--- src/hw/rtl/gdsu_pkg.sv ---
// Types, command codes and calendar tables for the Gregorian date step unit.
`timescale 1ns / 1ps

package gdsu_pkg;

    // Step commands; codes above CMD_NONE also leave the date unchanged
    localparam logic [2:0] CMD_NEXT_DAY   = 3'd0;
    localparam logic [2:0] CMD_PREV_DAY   = 3'd1;
    localparam logic [2:0] CMD_NEXT_MONTH = 3'd2;
    localparam logic [2:0] CMD_PREV_MONTH = 3'd3;
    localparam logic [2:0] CMD_NONE       = 3'd4;

    localparam logic [13:0] YEAR_MIN = 14'd1;
    localparam logic [13:0] YEAR_MAX = 14'd9999;

    // Reciprocal multipliers: x/25 = (x*5243)>>17 for x < 16384, x/7 = (x*18725)>>17
    localparam logic [12:0] RECIP_25 = 13'd5243;
    localparam logic [14:0] RECIP_7  = 15'd18725;
    localparam int          RECIP_SH = 17;

    // Weekday codes that count as weekend
    localparam logic [2:0] WD_FRIDAY   = 3'd5;
    localparam logic [2:0] WD_SATURDAY = 3'd6;

    typedef struct packed {
        logic [2:0]  cmd;
        logic [13:0] year_in;
        logic [3:0]  month_in;
        logic [4:0]  day_in;
    } request_t;

    typedef struct packed {
        logic [13:0] year_out;
        logic [3:0]  month_out;
        logic [4:0]  day_out;
        logic [2:0]  weekday;
        logic        is_weekend;
        logic        is_last_day;
        logic        date_valid;
        logic        year_overflow;
    } result_t;

    // Stepped date and flags carried down the weekday pipeline
    typedef struct packed {
        logic [13:0] year;
        logic [3:0]  month;
        logic [4:0]  day;
        logic        last_day;
        logic        date_valid;
        logic        year_overflow;
    } step_t;

    // Length of a month; zero for a month code outside 1 to 12
    function automatic logic [4:0] month_days(input logic [3:0] m, input logic leap);
        logic [4:0] len;
        begin
            case (m)
                4'd1, 4'd3, 4'd5, 4'd7, 4'd8, 4'd10, 4'd12: len = 5'd31;
                4'd4, 4'd6, 4'd9, 4'd11:                    len = 5'd30;
                4'd2:                                       len = leap ? 5'd29 : 5'd28;
                default:                                    len = 5'd0;
            endcase
            return len;
        end
    endfunction

    // (31*mm)/12 with March counted as month 1 and January, February at the end
    function automatic logic [4:0] month_offset(input logic [3:0] m);
        logic [4:0] ofs;
        begin
            case (m)
                4'd1:    ofs = 5'd28;
                4'd2:    ofs = 5'd31;
                4'd3:    ofs = 5'd2;
                4'd4:    ofs = 5'd5;
                4'd5:    ofs = 5'd7;
                4'd6:    ofs = 5'd10;
                4'd7:    ofs = 5'd12;
                4'd8:    ofs = 5'd15;
                4'd9:    ofs = 5'd18;
                4'd10:   ofs = 5'd20;
                4'd11:   ofs = 5'd23;
                4'd12:   ofs = 5'd25;
                default: ofs = 5'd0;
            endcase
            return ofs;
        end
    endfunction

endpackage

--- src/hw/rtl/gregorian_date_step_unit.sv ---
// Gregorian date step unit: six-stage pipeline from request to stepped date and weekday.
// A request's valid bit passes through s1_vld_reg to s5_vld_reg and then done_reg, which drives done.
// Throughput: one request per cycle; busy is tied low, since no stage ever waits.
// Stages: year/25 multiply, date step, century multiply, weekday sum, mod-7 multiply, output.
// Reset clears every stage valid bit and done; payload registers are not reset.
// The receiver cannot stall: each result shows for one cycle with done high.
`timescale 1ns / 1ps

module gregorian_date_step_unit (
    input  logic                clk,
    input  logic                rst_n,
    input  logic                start,
    output logic                busy,
    input  gdsu_pkg::request_t  request,
    output logic                done,
    output gdsu_pkg::result_t   result
);

    // Stage valid bits
    logic s1_vld_reg, s2_vld_reg, s3_vld_reg, s4_vld_reg, s5_vld_reg, done_reg;

    // Stage 1: request and year/25
    gdsu_pkg::request_t s1_req_reg;
    logic [9:0]         s1_q25_reg;
    logic [26:0]        s1_prod;
    logic [9:0]         s1_q25_next;

    // Stage 2: stepped date
    gdsu_pkg::step_t s2_step_reg, s2_step_next;

    // Stage 3: shifted year, year/100, month offset
    gdsu_pkg::step_t s3_step_reg;
    logic [13:0]     s3_yy_reg, s3_yy_next;
    logic [7:0]      s3_q100_reg, s3_q100_next;
    logic [4:0]      s3_mofs_reg, s3_mofs_next;
    logic [24:0]     s3_prod;

    // Stage 4: weekday sum
    gdsu_pkg::step_t s4_step_reg;
    logic [13:0]     s4_sum_reg, s4_sum_next;

    // Stage 5: sum/7
    gdsu_pkg::step_t s5_step_reg;
    logic [13:0]     s5_sum_reg;
    logic [11:0]     s5_q7_reg, s5_q7_next;
    logic [28:0]     s5_prod;

    // Output
    gdsu_pkg::result_t result_reg, result_next;

    assign busy   = 1'b0;
    assign done   = done_reg;
    assign result = result_reg;

    // Valid bits advance every cycle
    always_ff @(posedge clk or negedge rst_n)
    begin
        if (!rst_n)
        begin
            s1_vld_reg <= 1'b0;
            s2_vld_reg <= 1'b0;
            s3_vld_reg <= 1'b0;
            s4_vld_reg <= 1'b0;
            s5_vld_reg <= 1'b0;
            done_reg   <= 1'b0;
        end
        else
        begin
            s1_vld_reg <= start && !busy;
            s2_vld_reg <= s1_vld_reg;
            s3_vld_reg <= s2_vld_reg;
            s4_vld_reg <= s3_vld_reg;
            s5_vld_reg <= s4_vld_reg;
            done_reg   <= s5_vld_reg;
        end
    end

    // Stage 1: divide the year by 25 through a reciprocal multiply
    always_comb
    begin
        s1_prod     = 27'(request.year_in) * 27'(gdsu_pkg::RECIP_25);
        s1_q25_next = s1_prod[26:gdsu_pkg::RECIP_SH];
    end

    // Stage 2: check the date and apply the command
    always_comb
    begin
        logic [13:0] y;
        logic [3:0]  m;
        logic [4:0]  d;
        logic        div4, div16, div25, leap;
        logic [4:0]  len, nlen;
        logic        valid, up_year, down_year, ovf;
        logic [13:0] ny;
        logic [3:0]  nm;
        logic [4:0]  nd;

        y     = s1_req_reg.year_in;
        m     = s1_req_reg.month_in;
        d     = s1_req_reg.day_in;
        div4  = (y[1:0] == 2'd0);
        div16 = (y[3:0] == 4'd0);
        div25 = ((14'(s1_q25_reg) * 14'd25) == y);
        leap  = div4 && (!div25 || div16);
        len   = gdsu_pkg::month_days(m, leap);
        valid = (y >= gdsu_pkg::YEAR_MIN) && (y <= gdsu_pkg::YEAR_MAX) &&
                (d != 5'd0) && (d <= len);

        ny        = y;
        nm        = m;
        nd        = d;
        up_year   = 1'b0;
        down_year = 1'b0;
        nlen      = 5'd0;
        case (s1_req_reg.cmd)
            gdsu_pkg::CMD_NEXT_DAY:
            begin
                if (d == len)
                begin
                    nd = 5'd1;
                    if (m == 4'd12)
                    begin
                        ny      = y + 14'd1;
                        nm      = 4'd1;
                        up_year = 1'b1;
                    end
                    else
                        nm = m + 4'd1;
                end
                else
                    nd = d + 5'd1;
            end
            gdsu_pkg::CMD_PREV_DAY:
            begin
                if (d == 5'd1)
                begin
                    if (m == 4'd1)
                    begin
                        ny        = y - 14'd1;
                        nm        = 4'd12;
                        nd        = 5'd31;
                        down_year = 1'b1;
                    end
                    else
                    begin
                        nm = m - 4'd1;
                        nd = gdsu_pkg::month_days(nm, leap);
                    end
                end
                else
                    nd = d - 5'd1;
            end
            gdsu_pkg::CMD_NEXT_MONTH:
            begin
                if (m == 4'd12)
                begin
                    ny      = y + 14'd1;
                    nm      = 4'd1;
                    up_year = 1'b1;
                end
                else
                    nm = m + 4'd1;
                // February is only reached inside the same year, so leap of y holds
                nlen = gdsu_pkg::month_days(nm, leap);
                if (d > nlen)
                    nd = nlen;
            end
            gdsu_pkg::CMD_PREV_MONTH:
            begin
                if (m == 4'd1)
                begin
                    ny        = y - 14'd1;
                    nm        = 4'd12;
                    down_year = 1'b1;
                end
                else
                    nm = m - 4'd1;
                nlen = gdsu_pkg::month_days(nm, leap);
                if (d > nlen)
                    nd = nlen;
            end
            default:
            begin
                ny = y;
            end
        endcase

        // Drop the step when the date is invalid or the year would leave range
        ovf = valid && ((up_year && (y == gdsu_pkg::YEAR_MAX)) ||
                        (down_year && (y == gdsu_pkg::YEAR_MIN)));
        if (!valid || ovf)
        begin
            ny = y;
            nm = m;
            nd = d;
        end

        s2_step_next.year          = ny;
        s2_step_next.month         = nm;
        s2_step_next.day           = nd;
        s2_step_next.last_day      = valid && (nd == gdsu_pkg::month_days(nm, leap));
        s2_step_next.date_valid    = valid;
        s2_step_next.year_overflow = ovf;
    end

    // Stage 3: shift January and February into the prior year, divide by 100
    always_comb
    begin
        logic jan_feb;
        jan_feb      = (s2_step_reg.month <= 4'd2);
        s3_yy_next   = s2_step_reg.year - 14'(jan_feb);
        s3_prod      = 25'(s3_yy_next[13:2]) * 25'(gdsu_pkg::RECIP_25);
        s3_q100_next = s3_prod[24:gdsu_pkg::RECIP_SH];
        s3_mofs_next = gdsu_pkg::month_offset(s2_step_reg.month);
    end

    // Stage 4: add up the weekday terms
    always_comb
    begin
        logic [14:0] sum;
        sum = 15'(s3_step_reg.day) + 15'(s3_yy_reg) + 15'(s3_yy_reg[13:2])
            - 15'(s3_q100_reg) + 15'(s3_q100_reg[7:2]) + 15'(s3_mofs_reg);
        s4_sum_next = sum[13:0];
    end

    // Stage 5: divide the sum by 7 through a reciprocal multiply
    always_comb
    begin
        s5_prod    = 29'(s4_sum_reg) * 29'(gdsu_pkg::RECIP_7);
        s5_q7_next = s5_prod[28:gdsu_pkg::RECIP_SH];
    end

    // Output: remainder gives the weekday
    always_comb
    begin
        logic [13:0] rem;
        logic [2:0]  wd;
        rem = s5_sum_reg - (14'(s5_q7_reg) * 14'd7);
        wd  = s5_step_reg.date_valid ? rem[2:0] : 3'd0;

        result_next.year_out      = s5_step_reg.year;
        result_next.month_out     = s5_step_reg.month;
        result_next.day_out       = s5_step_reg.day;
        result_next.weekday       = wd;
        result_next.is_weekend    = (wd == gdsu_pkg::WD_FRIDAY) ||
                                    (wd == gdsu_pkg::WD_SATURDAY);
        result_next.is_last_day   = s5_step_reg.last_day;
        result_next.date_valid    = s5_step_reg.date_valid;
        result_next.year_overflow = s5_step_reg.year_overflow;
    end

    // Payload registers advance with their valid bits
    always_ff @(posedge clk)
    begin
        if (start && !busy)
        begin
            s1_req_reg <= request;
            s1_q25_reg <= s1_q25_next;
        end
        if (s1_vld_reg)
            s2_step_reg <= s2_step_next;
        if (s2_vld_reg)
        begin
            s3_step_reg <= s2_step_reg;
            s3_yy_reg   <= s3_yy_next;
            s3_q100_reg <= s3_q100_next;
            s3_mofs_reg <= s3_mofs_next;
        end
        if (s3_vld_reg)
        begin
            s4_step_reg <= s3_step_reg;
            s4_sum_reg  <= s4_sum_next;
        end
        if (s4_vld_reg)
        begin
            s5_step_reg <= s4_step_reg;
            s5_sum_reg  <= s4_sum_reg;
            s5_q7_reg   <= s5_q7_next;
        end
        if (s5_vld_reg)
            result_reg <= result_next;
    end

endmodule

--- config.mk ---
export PLATFORM = sky130hd
export DESIGN_NAME = gregorian_date_step_unit
export DESIGN_NICKNAME = d
export VERILOG_FILES = /design/src/hw/rtl/gdsu_pkg.sv /design/src/hw/rtl/gregorian_date_step_unit.sv
export SDC_FILE = /design/constraint.sdc
export NUM_CORES = 1
export LEC_CHECK = 0
export BUFFER_PORTS_ARGS = -buffer_cell sky130_fd_sc_hd__buf_2
export CAP_MARGIN = 30
export CORE_ASPECT_RATIO = 0.5
export CORE_UTILIZATION = 40
export DETAILED_ROUTE_END_ITERATION = 12
export PLACE_DENSITY = 0.57
export SYNTH_ARGS = -nofsm -noshare
export SYNTH_HDL_FRONTEND = slang
export SYNTH_SLANG_ARGS = --single-unit
--- constraint.sdc ---
create_clock -name clk -period 6.5 [get_ports clk]
set_input_delay 0.325 -clock clk [delete_from_list [all_inputs] [get_ports clk]]
set_output_delay 0.325 -clock clk [all_outputs]
set_load 0.01 [all_outputs]
# Word level (Yosys, flattened, before mapping)
# Memory sizes are Yosys's and may differ from the RTL's. A register that Yosys moved wholly into a read port is not among the register bits.
# Cells that the tools add are included.
[classes] n_mul=5 addsub=13 eq_ne=71 order_cmp=6 mux=36 reduce_logical=28
[op_table] op="$eq A4 B4 Y1 const B" count=25
[op_table] op="$eq A4 B3 Y1 const B" count=20
[op_table] op="$pmux W5 S3" count=5
[op_table] op="$mux W14" count=5
[op_table] op="$pmux W14 S4" count=1
[op_table] op="$eq A4 B2 Y1 const B" count=10
[op_table] op="$mux W5" count=8
[op_table] op="$reduce_or A7 Y1" count=5
[op_table] op="$mul A14 B15 Y29 const B" count=1
[op_table] op="$mux W4" count=7
[op_table] op="$mul A14 B13 Y27 const B" count=1
[op_table] op="$mul A12 B13 Y25 const B" count=1
[op_table] op="$eq A4 B1 Y1 const B" count=5
[op_table] op="$pmux W5 S4" count=1
[op_table] op="$reduce_or A4 Y1" count=5
[op_table] op="$pmux W4 S4" count=1
[op_table] op="$add A14 B1 Y14 const B" count=1
[op_table] op="$add A14 B12 Y14" count=1
[op_table] op="$add A14 B5 Y14" count=1
[op_table] op="$add A14 B6 Y14" count=1
[op_table] op="$add A5 B14 Y14" count=1
[op_table] op="$eq A14 B1 Y1 const B" count=1
[op_table] op="$eq A14 B14 Y1" count=1
[op_table] op="$eq A14 B14 Y1 const B" count=1
[op_table] op="other kinds (30)" count=50
[word_totals] mem_bits_ro=80 regBits=227 mem_count=1
[memory_table] name="(name not given)" words=16 width=5 read_ports=1 rd_ports_with_merged_regs=1 write_ports=0 line="gdsu_pkg.sv:71" source="case (m)"

# Logic depth before layout (Yosys ltp)
# Gate-level depths: netlist of run 1.
[depth] ltp_word=20 mapped_depth=28 ltp_nobuf=28

# Worst setup path before layout of run 1
# No wires, ideal clock.
[synth_timing] path_kind="flip-flop to flip-flop" start="register s2_step_reg[8] in the netlist's numbering" end="register s3_q100_reg[5], data pin" synth_period_minus_slack_ns=6.988 setup_ns=0.262 arrival_time_ns=6.726 slack_ns=-0.488 n_path_buf=0 required_ns=6.238 path_stages_with_launch=28 path_cell_list="edfxtp_1 -> inv_1 -> ha_1 -> inv_1 -> a211oi_1 -> ha_1 -> ha_1 -> nand2b_1 -> or3_1 -> nor4_1 -> xor2_1 -> inv_1 -> fa_1 -> fa_1 -> fa_1 -> inv_1 -> fa_1 -> fa_1 -> ha_1 -> a21o_1 -> a211oi_1 -> o21ai_0 -> o221ai_1 -> o211ai_1 -> a41oi_1 -> nor2b_1 -> o21bai_1 -> xor2_1"
[synth_via] elab_chain_len=3
[synth_lines] element="from (decl)" line="gregorian_date_step_unit.sv:29" source="gdsu_pkg::step_t s2_step_reg, s2_step_next;"
[synth_lines] element="from (signal assigned)" line="gregorian_date_step_unit.sv:261" source="s2_step_reg <= s2_step_next;"
[synth_lines] element="$le A4 B2 Y1" line="gregorian_date_step_unit.sv:210" source="jan_feb = (s2_step_reg.month <= 4'd2);"
[synth_lines] element="$sub A14 B1 Y14" line="gregorian_date_step_unit.sv:211" source="s3_yy_next = s2_step_reg.year - 14'(jan_feb);"
[synth_lines] element="named net s3_yy_next[10]" line="gregorian_date_step_unit.sv:33" source="logic [13:0] s3_yy_reg, s3_yy_next;"
[synth_lines] element="$mul A12 B13 Y25" line="gregorian_date_step_unit.sv:212" source="s3_prod = 25'(s3_yy_next[13:2]) * 25'(gdsu_pkg::RECIP_25);"
[synth_lines] element="named net s3_prod[22]" line="gregorian_date_step_unit.sv:36" source="logic [24:0] s3_prod;"
[synth_lines] element="to (signal assigned)" line="gregorian_date_step_unit.sv:266" source="s3_q100_reg <= s3_q100_next;"
[synth_lines] element="to (decl)" line="gregorian_date_step_unit.sv:34" source="logic [7:0] s3_q100_reg, s3_q100_next;"
# The timed path passes the listed nets, and every way through them passes these cells.
# A chain may end at the register's enable or synchronous reset.

# Final worst setup path of run 1
# Ends and elaborated chain as after synthesis.

==> results of run 1 <==
## logic make-up after synthesis
logic type | Yosys count
AO/OA/AOI/OAI | 207
multiplexers | 7
adder cells (fa/ha/maj) | 501
flip-flops | 223
AND/OR/NAND/NOR | 265
other | 1
buffers and inverters | 366
XOR/XNOR | 90
## worst max-delay path, stage by stage (launching register included)
cell and delay [ps]:
edfxtp_1 390, inv_2 100, ha_4 140, inv_2 40
a211oi_2 170, ha_2 230, ha_4 150, nand2b_4 50
or3_4 360, or3b_4 440, xnor2_4 250, buf_6 140
inv_2 30, fa_2 550, fa_1 430, fa_1 470
fa_1 470, fa_1 400, ha_1 350, a21o_1 210
a21oi_1 160, o211ai_1 180, a41oi_2 230, nor2b_4 180
o21bai_1 80, xor2_1 140
## layout by cell type, fill, tap and decap left out, types with 5 or more instances in the layout
cell	synthesis	layout
clkbuf_16	0	23
nor3b_1	8	7
fa_1	168	166
o21ai_0	39	38
buf_2	1	59
o31ai_1	7	7
a31oi_1	6	6
o22ai_1	9	9
or2_2	5	5
a21oi_1	58	52
xor2_1	22	18
inv_2	0	7
inv_1	337	330
a21o_1	15	15
nor3_1	24	21
ha_4	0	10
dfrtp_1	6	5
buf_4	3	91
ha_1	333	319
a21oi_2	0	6
edfxtp_1	217	217
or3_1	10	9
or4_1	5	5
nand3_1	29	28
and3_1	10	10
nor2b_1	19	18
xnor2_1	68	65
o21a_1	11	11
o211ai_1	6	6
o21bai_1	7	7
dlygate4sd3_1	0	13
nand4_1	8	8
and2_1	7	7
nor2_1	50	49
nand2_1	57	57
## Yosys cell counts, drive strengths merged, types with 4 or more instances
| library cell | count |
|---|---|
| inv | 337 |
| ha | 333 |
| edfxtp | 217 |
| fa | 168 |
| xnor2 | 68 |
| a21oi | 58 |
| nand2 | 58 |
| nor2 | 50 |
| o21ai | 42 |
| nand3 | 29 |
| nor3 | 24 |
| xor2 | 22 |
| clkbuf | 20 |
| nor2b | 19 |
| a21o | 15 |
| o21a | 11 |
| and3 | 10 |
| o22ai | 10 |
| or3 | 10 |
| and2 | 8 |
| buf | 8 |
| nand4 | 8 |
| nor3b | 8 |
| o31ai | 8 |
| or4 | 8 |
| a31oi | 7 |
| nor4 | 7 |
| o211ai | 7 |
| o21bai | 7 |
| a211oi | 6 |
| dfrtp | 6 |
| nand2b | 6 |
| nor4b | 6 |
| or2 | 6 |
| a211o | 4 |
| a21boi | 4 |
| mux2i | 4 |
| o221ai | 4 |
## cell type report
class / count / area (µm²)
multi-input cells: 1071 / 11600
inverters: 338 / 1280
well taps: 638 / 798
clock buffers: 27 / 591
flip-flops and latches: 223 / 6670
clock inverters: 14 / 128
fillers: 4361 / 25000
repair buffers: 167 / 1190
## layer usage
| layer | track usage (%) | part of all wire [%] | vias to the layer above |
|---|---|---|---|
| li1 | - | - | 5991 |
| met5 | 0 | 0 | - |
| met1 | 20.1 | 47 | 5790 |
| met4 | 3.44 | 1.7 | 0 |
| met3 | 1.62 | 2.1 | 37 |
| met2 | 27.6 | 49 | 124 |
## final timing paths
check                                            end  slack, ps
min in group asynchronous       s5_vld_reg$_DFF_PN0_        140
max in group asynchronous       s2_vld_reg$_DFF_PN0_       6180
min reg2reg                result_next[22]$_DFFE_PP_        410
max                         s3_q100_reg[5]$_DFFE_PP_       -110
min                          s1_req_reg[9]$_DFFE_PP_        110
max reg2reg                 s3_q100_reg[5]$_DFFE_PP_       -110
## through the flow
step | worst slack [ps] | hold WS, ps
after floorplan | -179 | 29.4
after global placement | -293 | 164
after detailed placement | -415 | 162
after CTS | -130 | 95.4
after global routing | -421 | 111
final | -108 | 112
## what timing repair did
item                                    CTS  global route
endpoints found under the setup margin    8            10
buffers inserted                          3             7
hold buffers                             13             0
resized for setup                        14            39
pin swaps                                20            27
hold endpoints to repair                 18             0
==> impl_metrics.json, run 1 <==
{
  "status": "finished with violations",
  "violations": "setup timing",
  "rows": 56,
  "worstSetupEndpointType": "flip-flop",
  "clock_latency_ps": 540,
  "gr-total-overflow": 0,
  "cts_max_level": 1,
  "n_antenna_cell": 0,
  "die_w_um": 313,
  "dr.pass1.iters": 5,
  "synthMuxAreaShare_pct": 0.441,
  "routabilityCongestion": 0.861,
  "vias": 11942,
  "syn_avg_cell_area_um2": 11.6,
  "synth-simple-area-share_pct": 7.30,
  "setup_viol": 4,
  "critPathMaxFanout": 5,
  "grt_pass1_vias": 12163,
  "drc_errors": 0,
  "fin_util_pct": 47.2,
  "min_period_ps": 6610,
  "worst-r2r-cell-count": 25,
  "synth-adder-area-share_pct": 39.0,
  "grt_pass1_wl_mm": 61.0,
  "syn_area_um2": 19300,
  "drive_above_1_share_pct": 14.9,
  "critPathKind": "reg2reg",
  "largest_register_ffs": 30,
  "synth_compound_area_share_pct": 7.27,
  "grt_use_total_pct": 15.4,
  "worst_hold_path_type": "in2reg",
  "synthFlopType": "edfxtp_1",
  "cts_buffers": 23,
  "dp_hpwl_mm": 30.4,
  "drt-initial-drc-count": 463,
  "critical_path_arrival_ps": 6900,
  "path_clk_slew_ps": 70,
  "clk_path_buf_depth": 3,
  "relSlewSlack_pct": 43.4,
  "die_h_um": 157,
  "synth_fp_nets": 2190,
  "initial_utilization_pct": 40.9,
  "placed_cells": 2414,
  "syn_inst": 1660,
  "final_antenna_net_count": 0,
  "synth_seq_cells": 223,
  "cts_tree": "yes",
  "max_cap_viol_count": 0,
  "final_cells": 2478,
  "hold_viol": 0,
  "start_kind": "flip-flop",
  "synth_top_family_by_area": "adder cells",
  "vias_per_cell": 4.82,
  "drv_slew": 0,
  "crit_start": "s2_step_reg[8]$_DFFE_PP_",
  "synth_top_area_share_pct": 33.7,
  "wire_per_inst_um": 15.0,
  "clkSinkCount": 223,
  "hp-start": "request[9]",
  "placed_area_um2": 21000,
  "rsz0062_at_grt": "true",
  "synth.area.top_cells": "edfxtp_1, ha_1, fa_1",
  "fp.coreArea_um2": 47200,
  "synth_cell_types": 79,
  "whs_path_depth": 1,
  "synth_top_cell_by_area": "edfxtp_1",
  "timing.final.ws_setup_ps": -108,
  "yosysSeqAreaShare_pct": 34.5,
  "synth_edf_count": 217,
  "final_area_um2": 22300,
  "area_delta_synth_final_pct": 15.4,
  "synth-xor-area-share_pct": 4.08,
  "nNetsFinal": 2354,
  "fin_crit_sh_pct": 102,
  "ios": 61,
  "antenna_found_initial": 0,
  "max_freq_mhz": 151,
  "r2r-start": "s2_step_reg[8]$_DFFE_PP_",
  "finalSetupTns_ps": -297,
  "cts.root.buffer_cell": "clkbuf_16",
  "wl_mm": 37.3,
  "worstMarginPinSlew_ps": 837,
  "grt_max_degree": 48,
  "finClkSkew_ps": 17.8,
  "ys_warn_count": 0,
  "synth_async_sr_flop_share_pct": 2.69,
  "dieArea_um2": 49200,
  "io_buffers": 59,
  "required_ps": 6790
}
Power of run 1 is not shown: default switching activity piles up to over one toggle a cycle in this logic, so the estimate is an artifact.
==> inputs of run 2 (changes only) <==
Settings changed: CORE_UTILIZATION 40 to 58, PLACE_DENSITY 0.57 to 0.78.
==> run 2 against run 1 <==
  * The flow still finishes with violations (setup timing)
  * Global-route usage is 9.9 points higher
  * First-iteration DRC count is 58% higher
  * Sequential share of layout area about the same
  * Hold slack worse by 110 ps
  * Final cell count down 7.0%
  * Setup slack lost 440 ps
  * Routed wire length rose by 13%
  * Sequential cell count is the same
  * Critical path depth grew 4
  * Count of clock-buffer cells in the layout shrank 2
==> impl_metrics.json, run 2 (synthesized netlist as in run 1, its figures left out) <==
{
  "cp_slowest_cell": "fa_1",
  "fin_crit_sh_pct": 108,
  "vias": 12857,
  "initial_utilization_pct": 59.9,
  "reg2reg_slack_ps": -550,
  "multi_input_area_um2": 11600,
  "layout_common_cells": "inv_1, ha_1, edfxtp_1, fa_1, buf_4",
  "wl_mm": 41.9,
  "n_antenna_cell": 0,
  "worst_hold_path_type": "in2reg",
  "drc_errors": 0,
  "clk_path_buf_depth": 3,
  "drt-initial-drc-count": 731,
  "path_clk_slew_ps": 70,
  "required_ps": 6790,
  "max_freq_mhz": 142,
  "final_antenna_net_count": 0,
  "r2r_end": "s3_q100_reg[5]$_DFFE_PP_",
  "die_w_um": 260,
  "drive_above_1_share_pct": 16.2,
  "grt_use_total_pct": 25.3,
  "violations": "setup timing",
  "setup_viol": 8,
  "nNetsFinal": 2387,
  "rows": 46,
  "critPathKind": "reg2reg",
  "cpLargestDelayFamily": "adder cells",
  "clkSinkCount": 223,
  "path_buf_inv": 6,
  "num-fill-cells": 2211,
  "dp_hpwl_mm": 30.0,
  "critPathMaxFanout": 4,
  "cts_buffers": 23,
  "cp_common_cell": "fa_1",
  "final_area_um2": 22300,
  "routabilityCongestion": 0.925,
  "cts_tree": "yes",
  "dr.pass1.iters": 7,
  "ios": 61,
  "drv_slew": 0,
  "finClkSkew_ps": 22.3,
  "relSlewSlack_pct": 45.0,
  "dpl_worst_slack_ps": -496,
  "worstMarginPinSlew_ps": 814,
  "io_buffers": 59,
  "fin_util_pct": 69.0,
  "cts.root.buffer_cell": "clkbuf_16",
  "rsz0062_at_grt": "true",
  "dieArea_um2": 34100,
  "wire_per_inst_um": 18.2,
  "grt_max_degree": 46,
  "min_period_ps": 7050,
  "seq_area_um2": 6670,
  "mostFrequentLayoutCell": "inv_1",
  "timing.final.ws_setup_ps": -548,
  "finalSetupTns_ps": -3190,
  "area_delta_synth_final_pct": 15.2,
  "r2r-start": "s2_step_reg[8]$_DFFE_PP_",
  "grt_pass1_vias": 13291,
  "hp-start": "request[6]",
  "max_cap_viol_count": 0,
  "whs_path_depth": 1,
  "gr-total-overflow": 0,
  "largest_register_ffs": 30,
  "placed_area_um2": 20600,
  "clock_latency_ps": 540,
  "max_stage_delay_ps": 550,
  "fp.coreArea_um2": 32200,
  "critical_path_arrival_ps": 7340,
  "status": "finished with violations",
  "start_kind": "flip-flop",
  "vias_per_cell": 5.58,
  "hold_viol": 0,
  "worstSetupEndpointType": "flip-flop",
  "die_h_um": 131,
  "hold_end": "s1_req_reg[6]$_DFFE_PP_",
  "grt_pass1_wl_mm": 66.8,
  "antenna_found_initial": 0,
  "worst-r2r-cell-count": 29,
  "cts_max_level": 1
}
[run 2: cell types whose count changed in the layout (fill, tap and decap cells not counted), sizes merged]
| cell | previous run | this run |
|---|---|---|
| buf | 154 | 189 |
| clkinv | 9 | 6 |
| inv | 340 | 343 |
| bufinv | 2 | 4 |
| clkbuf | 27 | 25 |
| dlygate4sd3 | 13 | 11 |
[run 2: area by class of cell]
| cell class | instances | area share [%] |
|---|---|---|
| Timing Repair Buffer | 200 | 6.42 |
| Sequential cell | 223 | 30.0 |
| Multi-Input combinational cell | 1071 | 51.9 |
| Tap cell | 432 | 2.43 |
| Clock buffer | 25 | 2.62 |
| Inverter | 338 | 5.78 |
| Clock inverter | 16 | 0.872 |
[run 2: metrics by stage]
step | instances | hold slack, ps
floorplan | 1660 | 29.4
finish | 2305 | 6.16
global route | 2305 | 6.85
global placement | 2188 | 154
CTS | 2298 | 4.51
detailed placement | 2188 | 157
[run 2: metal layers]
metal	track usage, %	wire, µm	vias up
li1	-	-	6054
met1	29.8	16500	6308
met2	47.6	21700	379
met3	3.09	2020	116
met4	9.90	1710	0
met5	0	0	-
[run 2: how the worst max path moves through the flow]
stage | endpoint | depth (start not counted) | startpoint | slack, ps
after floorplan | s3_q100_reg[5]$_DFFE_PP_ | 27 | s2_step_reg[8]$_DFFE_PP_ | -180
after global placement | s3_q100_reg[5]$_DFFE_PP_ | 27 | s2_step_reg[8]$_DFFE_PP_ | -220
after detailed placement | s3_q100_reg[5]$_DFFE_PP_ | 27 | s2_step_reg[8]$_DFFE_PP_ | -500
after CTS | s3_q100_reg[5]$_DFFE_PP_ | 28 | s2_step_reg[8]$_DFFE_PP_ | -280
after global routing | s3_q100_reg[5]$_DFFE_PP_ | 31 | s2_step_reg[8]$_DFFE_PP_ | -710
final | s3_q100_reg[5]$_DFFE_PP_ | 29 | s2_step_reg[8]$_DFFE_PP_ | -550
[run 2: what timing repair did]
item	in CTS	in global routing
hold buffers	11	0
cloned	0	0
hold endpoints to repair	16	0
buffers inserted	58	13
endpoints found under the setup margin	8	10
gates resized for setup	22	28
pin swaps	24	23
Power of run 2 is left out for the same reason.
